## config.mk

```make
export PLATFORM = sky130hd
export DESIGN_NAME = wrp_ctrl
export DESIGN_NICKNAME = d
export VERILOG_FILES = /design/src/design/wrp_pkg.sv /design/src/design/wrp_ctrl.sv
export SDC_FILE = /design/constraint.sdc
export NUM_CORES = 1
export LEC_CHECK = 0
export CORE_AREA = 2 2 39 41
export CTS_CLUSTER_DIAMETER = 60
export CTS_CLUSTER_SIZE = 20
export DETAILED_ROUTE_END_ITERATION = 10
export DIE_AREA = 0 0 41 43
export DONT_BUFFER_PORTS = 1
export HOLD_SLACK_MARGIN = 0.08
export PLACE_DENSITY_LB_ADDON = 0.2
export SYNTH_ARGS = -nofsm -noshare
export SYNTH_HDL_FRONTEND = slang
export SYNTH_SLANG_ARGS = --single-unit
```

## constraint.sdc

```tcl
create_clock -name i_clk -period 1.53 [get_ports i_clk]
set_input_delay 0.153 -clock i_clk [delete_from_list [all_inputs] [get_ports i_clk]]
set_output_delay 0.153 -clock i_clk [all_outputs]
set_load 0.05 [all_outputs]
```

## src/design/wrp_pkg.sv

```systemverilog
`default_nettype none
package wrp_pkg;

    localparam int MAX_PEERS_DEF = 64;
    localparam int RANGE_W       = 14;
    localparam int TRY_W         = 5;

    localparam logic [TRY_W-1:0] TRY_LIMIT_RST = 5'd20;
    localparam logic [TRY_W-1:0] TRY_SAT       = 5'd31;
    localparam logic [31:0]      LFSR_TAPS     = 32'hA300_0000;
    localparam logic [31:0]      SEED_RST      = 32'd1;
    localparam logic [15:0]      CONNS_SAT     = 16'hFFFF;

    // item functions
    localparam logic [1:0] FUNC_LOAD  = 2'd0;
    localparam logic [1:0] FUNC_START = 2'd1;
    localparam logic [1:0] FUNC_PICK  = 2'd2;

    // result status codes
    localparam logic [1:0] ST_ACK      = 2'd0;
    localparam logic [1:0] ST_PICKED   = 2'd1;
    localparam logic [1:0] ST_FALLBACK = 2'd2;

    // configuration register indexes
    localparam logic [1:0] CFG_TWO_CHOICES = 2'd0;
    localparam logic [1:0] CFG_PEER_COUNT  = 2'd1;
    localparam logic [1:0] CFG_TRY_LIMIT   = 2'd2;
    localparam logic [1:0] CFG_SEED        = 2'd3;

    // table read address select
    localparam logic [1:0] RD_PREV  = 2'd0;
    localparam logic [1:0] RD_MID   = 2'd1;
    localparam logic [1:0] RD_LO    = 2'd2;
    localparam logic [1:0] RD_FINAL = 2'd3;

    typedef struct packed {
        logic [1:0]  func;
        logic [5:0]  peer_index;
        logic [7:0]  peer_weight;
        logic        peer_down;
        logic [7:0]  peer_fail_limit;
        logic [7:0]  peer_fails;
        logic [15:0] peer_fail_timeout;
        logic [15:0] peer_conn_limit;
        logic [15:0] peer_conns;
        logic [31:0] peer_checked;
        logic [31:0] now;
    } t_in_item;

    typedef struct packed {
        logic [1:0] status;
        logic [5:0] picked_index;
    } t_out_item;

    typedef struct packed {
        logic [RANGE_W-1:0] range_start;
        logic [7:0]         weight;
        logic               down;
        logic [7:0]         fail_limit;
        logic [7:0]         fails;
        logic [15:0]        timeout;
        logic [15:0]        conn_limit;
        logic [15:0]        conns;
        logic [31:0]        checked;
    } t_entry;

    typedef struct packed {
        logic       accept;
        logic       clr_req;
        logic       rd_en;
        logic [1:0] rd_sel;
        logic       ld_wr;
        logic       step;
        logic       srch_init;
        logic       srch_upd;
        logic       hold_prev;
        logic       skip;
        logic       final_set;
        logic       final_prev;
        logic       fin_wr;
        logic       res_we;
        logic [1:0] res_code;
        logic       out_load;
    } t_dp_cmd;

    typedef struct packed {
        logic [1:0] func;
        logic       load_oob;
        logic       pre_fb;
        logic       div_done;
        logic       srch_more;
        logic       cand_ok;
        logic       two_choices;
        logic       have_prev;
        logic       prev_wins;
        logic       skip_over;
        logic       out_busy;
    } t_dp_stat;

endpackage
`default_nettype wire

```

## src/design/wrp_ctrl.sv

```systemverilog
`default_nettype none
module wrp_ctrl
    import wrp_pkg::*;
(
    input  wire logic     i_clk,
    input  wire logic     i_rst_n,
    input  wire logic     i_in_valid,
    output logic          o_in_ready,
    input  wire t_dp_stat i_stat,
    output t_dp_cmd       o_cmd
);

    localparam logic [3:0] S_IDLE    = 4'd0;
    localparam logic [3:0] S_DEC     = 4'd1;
    localparam logic [3:0] S_LD_WR   = 4'd2;
    localparam logic [3:0] S_PK_DIV  = 4'd3;
    localparam logic [3:0] S_SR_RD   = 4'd4;
    localparam logic [3:0] S_SR_CMP  = 4'd5;
    localparam logic [3:0] S_CD_CHK  = 4'd6;
    localparam logic [3:0] S_CD_MUL  = 4'd7;
    localparam logic [3:0] S_FIN_RD  = 4'd8;
    localparam logic [3:0] S_FIN_WR  = 4'd9;
    localparam logic [3:0] S_DONE    = 4'd10;

    logic [3:0] r_state, n_state;

    always_ff @(posedge i_clk) begin
        if (!i_rst_n) begin
            r_state <= S_IDLE;
        end else begin
            r_state <= n_state;
        end
    end

    assign o_in_ready = (r_state == S_IDLE);

    always_comb begin
        n_state = r_state;
        o_cmd   = '0;
        case (r_state)
            S_IDLE: begin
                if (i_in_valid) begin
                    o_cmd.accept = 1'b1;
                    n_state      = S_DEC;
                end
            end
            S_DEC: begin
                o_cmd.res_we   = 1'b1;
                o_cmd.res_code = ST_ACK;
                n_state        = S_DONE;
                case (i_stat.func)
                    FUNC_LOAD: begin
                        if (!i_stat.load_oob) begin
                            // fetch the previous entry to extend the prefix sum
                            o_cmd.rd_en  = 1'b1;
                            o_cmd.rd_sel = RD_PREV;
                            n_state      = S_LD_WR;
                        end
                    end
                    FUNC_START: begin
                        o_cmd.clr_req = 1'b1;
                    end
                    FUNC_PICK: begin
                        if (i_stat.pre_fb) begin
                            o_cmd.res_code = ST_FALLBACK;
                        end else begin
                            o_cmd.step = 1'b1;
                            n_state    = S_PK_DIV;
                        end
                    end
                    default: ;
                endcase
            end
            S_LD_WR: begin
                o_cmd.ld_wr = 1'b1;
                n_state     = S_DONE;
            end
            S_PK_DIV: begin
                if (i_stat.div_done) begin
                    o_cmd.srch_init = 1'b1;
                    n_state         = S_SR_RD;
                end
            end
            S_SR_RD: begin
                o_cmd.rd_en = 1'b1;
                if (i_stat.srch_more) begin
                    o_cmd.rd_sel = RD_MID;
                    n_state      = S_SR_CMP;
                end else begin
                    o_cmd.rd_sel = RD_LO;
                    n_state      = S_CD_CHK;
                end
            end
            S_SR_CMP: begin
                o_cmd.srch_upd = 1'b1;
                n_state        = S_SR_RD;
            end
            S_CD_CHK: begin
                if (i_stat.cand_ok && !i_stat.two_choices) begin
                    o_cmd.final_set = 1'b1;
                    n_state         = S_FIN_RD;
                end else if (i_stat.cand_ok && i_stat.have_prev) begin
                    n_state = S_CD_MUL;
                end else begin
                    // first valid candidate is held but still counts as a skip
                    o_cmd.hold_prev = i_stat.cand_ok;
                    o_cmd.skip      = 1'b1;
                    if (i_stat.skip_over) begin
                        o_cmd.res_we   = 1'b1;
                        o_cmd.res_code = ST_FALLBACK;
                        n_state        = S_DONE;
                    end else begin
                        o_cmd.step = 1'b1;
                        n_state    = S_PK_DIV;
                    end
                end
            end
            S_CD_MUL: begin
                o_cmd.final_set  = 1'b1;
                o_cmd.final_prev = i_stat.prev_wins;
                n_state          = S_FIN_RD;
            end
            S_FIN_RD: begin
                o_cmd.rd_en  = 1'b1;
                o_cmd.rd_sel = RD_FINAL;
                n_state      = S_FIN_WR;
            end
            S_FIN_WR: begin
                o_cmd.fin_wr   = 1'b1;
                o_cmd.res_we   = 1'b1;
                o_cmd.res_code = ST_PICKED;
                n_state        = S_DONE;
            end
            S_DONE: begin
                if (!i_stat.out_busy) begin
                    o_cmd.out_load = 1'b1;
                    n_state        = S_IDLE;
                end
            end
            default: n_state = S_IDLE;
        endcase
    end

    a_out_free: assert property (@(posedge i_clk) disable iff (!i_rst_n)
        o_cmd.out_load |-> !i_stat.out_busy)
        else $error("result loaded over a pending transfer");

    a_fin_order: assert property (@(posedge i_clk) disable iff (!i_rst_n)
        (r_state == S_FIN_WR) |-> ($past(r_state) == S_FIN_RD))
        else $error("writeback without entry read");

    a_chk_order: assert property (@(posedge i_clk) disable iff (!i_rst_n)
        (r_state == S_CD_CHK) |-> ($past(r_state) == S_SR_RD))
        else $error("candidate check without entry read");

    a_accept: assert property (@(posedge i_clk) disable iff (!i_rst_n)
        (o_in_ready && i_in_valid) |=> (r_state == S_DEC))
        else $error("accepted item not decoded");

endmodule
`default_nettype wire

```

== Word level (Yosys, flattened, before mapping) ==
Cells that the tools add are included.
Word-level totals
  register bits after elaboration: 4
  input port bits: 15
  output and inout bits: 19
  logic and storage cells: 67
Cells by class
  eq/ne operators: 15
  mux-type cells: 44
  reductions and logical operators: 7
Operator list (number)
  one-hot mux 4 bit (10 select lines): 1
  2-to-1 mux 4 bit: 8
  2-to-1 mux 1 bit: 18
  one-hot mux 3 bit (3 select lines): 2
  equality test 4 x 3 -> 1 bit (second input constant): 4
  2-to-1 mux 3 bit: 5
  2-to-1 mux 2 bit: 7
  equality test 4 bit (second input constant): 3
  equality test 4 x 2 -> 1 bit (second input constant): 2
  one-hot mux 4 bit (2 select lines): 1
  inequality test 2 bit (second input constant): 3
  equality test 4 x 1 -> 1 bit (second input constant): 1
  zero test 4 bit: 1
  one-hot mux 1 bit (2 select lines): 2
  AND reduction 3 bit: 1
  equality test 2 x 1 -> 1 bit (second input constant): 1
  equality test 2 bit (second input constant): 1
  logical AND 1 bit: 2
  zero test 2 bit: 1
  OR reduction 2 bit: 1
  zero test 1 bit: 1

== Logic depth before layout (Yosys ltp) ==
  depth after elaboration: 4
  depth in mapped cells: 5
  mapped depth without buffers: 4

== Worst setup path after synthesis ==
Ideal clock, no wire load.
  kind: reg2out
  start point: register r_state[1]
  end point: output o_cmd[17] (netlist name)
  arrival time: 2240 ps
  required time: 1377 ps
  setup slack: -863 ps
  stages on the path, launching flop included: 4
  path buffers: 1
  path through: dfxtp_1 clkbuf_1 nor3_1 and2_1
RTL lines
  start: declaration: line wrp_ctrl.sv:25  | logic [3:0] r_state, n_state;
  start signal: assignment: line wrp_ctrl.sv:31  | r_state <= n_state;
  end: declaration: line wrp_ctrl.sv:10  | output t_dp_cmd o_cmd

==> metrics.cfg <==
[die]
fp.dieH_um = 43
ios = 34
die_w_um = 41
core_area_um2 = 1380
dieArea_um2 = 1760
rows = 14
start_util_pct = 40.7

[sta]
hold_viol_final = 0
finalSetupViolations = 13
relSlewSlack_pct = 73.4
worst_pin_slew_ps = 398
finalWorstSetupSlack_ps = -262
clock-skew-final_ps = 0.752
fmax_mhz = 558
period_minus_slack_ps = 1790
maxSlewViolCount = 0
finalCritPeriodShare_pct = 117
rsz0062_at_grt = yes
setup-tns-final_ps = -2010

[synthesis]
syn-num-nets = 99
synth.area.top_cells = dfxtp_1 (14%), nor2_1 (6.0%), nand2b_1 (5.6%), nor3_1 (5.3%), nor2b_1 (4.4%)
syn-mean-instance-area_um2 = 6.70
synth_cells = 84
ys_async_sr_fraction_pct = 0
synth-edff-count = 0
ys.flop_type = dfxtp_1
synthTopCellsByCount = nor2_1 (9), nor3_1 (6), inv_1 (5), nand2b_1 (5)
synth_top_area_share_pct = 14.2
synth-seq-cells = 4
yosysSeqAreaShare_pct = 14.2
synth_largest_area_cell = dfxtp_1
ys_warn_count = 0
synth_most_common_cell = nor2_1
yosys.cell_types.count = 39
syn-cell-area_um2 = 563

[worst_setup_path]
r2r-end = r_state[1]$_SDFFE_PN0P_
slowest_delay_ps = 420
crit_type = flip-flop to output port
crit_path_end_kind = output port
r2r-start = r_state[1]$_SDFFE_PN0P_
crit_path_start = r_state[3]$_SDFFE_PN0P_
cp-endpoint = o_cmd[15]
r2r_setup_slack_ps = 130
path_max_fanout = 4
startpoint_type = flip-flop
cp.required_ps = 1380
rr_worst_depth = 5
critPathSlowestCell = or4_4
crit_chain = or2_4 -> or4_4 -> a211oi_2 -> buf_6
arrival_ps = 1640

[power]
p_leak_nw = 0.459
power_per_cell_area_nw_per_um2 = 1790
vdd_ir_drop_max_mv = 1.17
finalPower_mw = 1.92

[detailed_routing]
post_drt_wl_per_cell_um = 14.5
wl_mm = 1.91
drc = 0
viasPerCell = 5.59
vias = 732
drtAntennaViolNets = 0
drt_iter0_drc = 10
first_pass_iters = 4

[final_layout]
insertedDiodeCount = 0
largest_reg_flops = 4
fillers = 94
top_register = r_state
layout.nets = 132
drive_above_1_share_pct = 52.2
final_util_pct = 77.4
syn_to_final_growth_pct = 90.2
top_regs = r_state (4)

[clocking]
h-tree-depth = 1
cts.clk_slew.worst_paths_ps = 40
clk_latency_ps = 240
clockBufferDepth = 2
cts-root-buf = clkbuf_4
cts_sinks = 4
cts_tree = built
cts_buffers = 3

[grt]
grtUsageTotal_pct = 24.4
grt_pass1_vias = 710
grt_pass1_wl_mm = 2.97
grt_overflow_total = 0
antenna_found_initial = 0
grt_max_degree = 16

[placed_design]
gp_congestion = 0.839
port_buffers = 0
dp_hpwl_mm = 1.47

[worst_hold_path]
hp-class = primary input to flip-flop

[status]
violations = setup timing
outcome = finished with violations

[flow_run]
max_cap_violations = 0

## cell usage in the layout (no fill, tap or decap), drive strengths merged, types with 2 or more instances in the layout
cell type,instances
buf,32
nor2,9
nor3,7
nand2b,5
inv,5
nor2b,4
nand2,4
o21ai,4
dfxtp,4
a21oi,3
clkbuf,3
nand3,3
or2b,2
o21a,2
nand3b,2
a31oi,2
and2b,2
or3,2
or2,2
o22ai,2
a211oi,2
## how the worst min path moves through the flow
stage                   start  cells past startpoint  slack (ps)                       to
detailed placement    i_rst_n                      1         300  r_state[1]$_SDFFE_PN0P_
CTS                 i_stat[3]                      2         120  r_state[2]$_SDFFE_PN0P_
global placement      i_rst_n                      1         280  r_state[1]$_SDFFE_PN0P_
floorplan             i_rst_n                      1         270  r_state[3]$_SDFFE_PN0P_
finish              i_stat[3]                      2         120  r_state[2]$_SDFFE_PN0P_
global route        i_stat[3]                      2         130  r_state[2]$_SDFFE_PN0P_
## power breakdown
| part | internal, mW | switching (mW) | total [mW] |
|---|---|---|---|
| logic | 0.690 | 0.920 | 1.61 |
| registers | 0.144 | 0.0299 | 0.174 |
| clock network | 0.0879 | 0.0456 | 0.133 |
| total | 0.921 | 0.996 | 1.92 |
## critical path: cells and delay by family (launching register included)
family          cells  cell delay [ps]
buf+inv             1              190
compound gates      1              210
flops               1              320
simple gates        2              680
## cell type report
type / count / area, µm² / area share [%]
clock buffers: 3 / 22.5 / 2.10
inverters: 5 / 21.3 / 1.99
multi-input cells: 70 / 543 / 50.7
flip-flops and latches: 4 / 82.6 / 7.71
well taps: 16 / 20.0 / 1.87
repair buffers: 33 / 382 / 35.6
## logic make-up after synthesis
family / after synthesis / synth area share, %
flip-flops: 4 / 14.2
buffers and inverters: 10 / 8.00
AO/OA/AOI/OAI: 22 / 26.9
AND/OR/NAND/NOR: 48 / 50.9
## layer usage
| layer | vias to the layer above | GRT usage (%) | wire, µm |
|---|---|---|---|
| met2 | 28 | 39.1 | 1020 |
| met1 | 336 | 31.4 | 764 |
| li1 | 366 | - | - |
| met3 | 2 | 3.14 | 104 |
| met5 | - | 0 | 0 |
| met4 | 0 | 10.0 | 19 |
## timing repair
| action | 4_1_cts | 5_1_grt |
|---|---|---|
| hold buffers | 1 | 0 |
| gates resized for setup | 14 | 6 |
| setup buffers | 1 | 4 |
| endpoints found under the setup margin | 12 | 13 |
| pin swaps | 8 | 8 |
| endpoints found under the hold margin | 3 | 0 |
## per-stage QoR
step	area [µm²]	hold slack (ps)	instances	worst slack (ps)
6_report	1070	120	131	-262
5_1_grt	1070	127	131	-296
4_1_cts	1030	117	129	-255
3_5_place_dp	953	296	124	-58.5
3_3_place_gp	953	285	124	-34.3
2_1_floorplan	629	270	84	-410
Power figures use the tool's default switching activity.
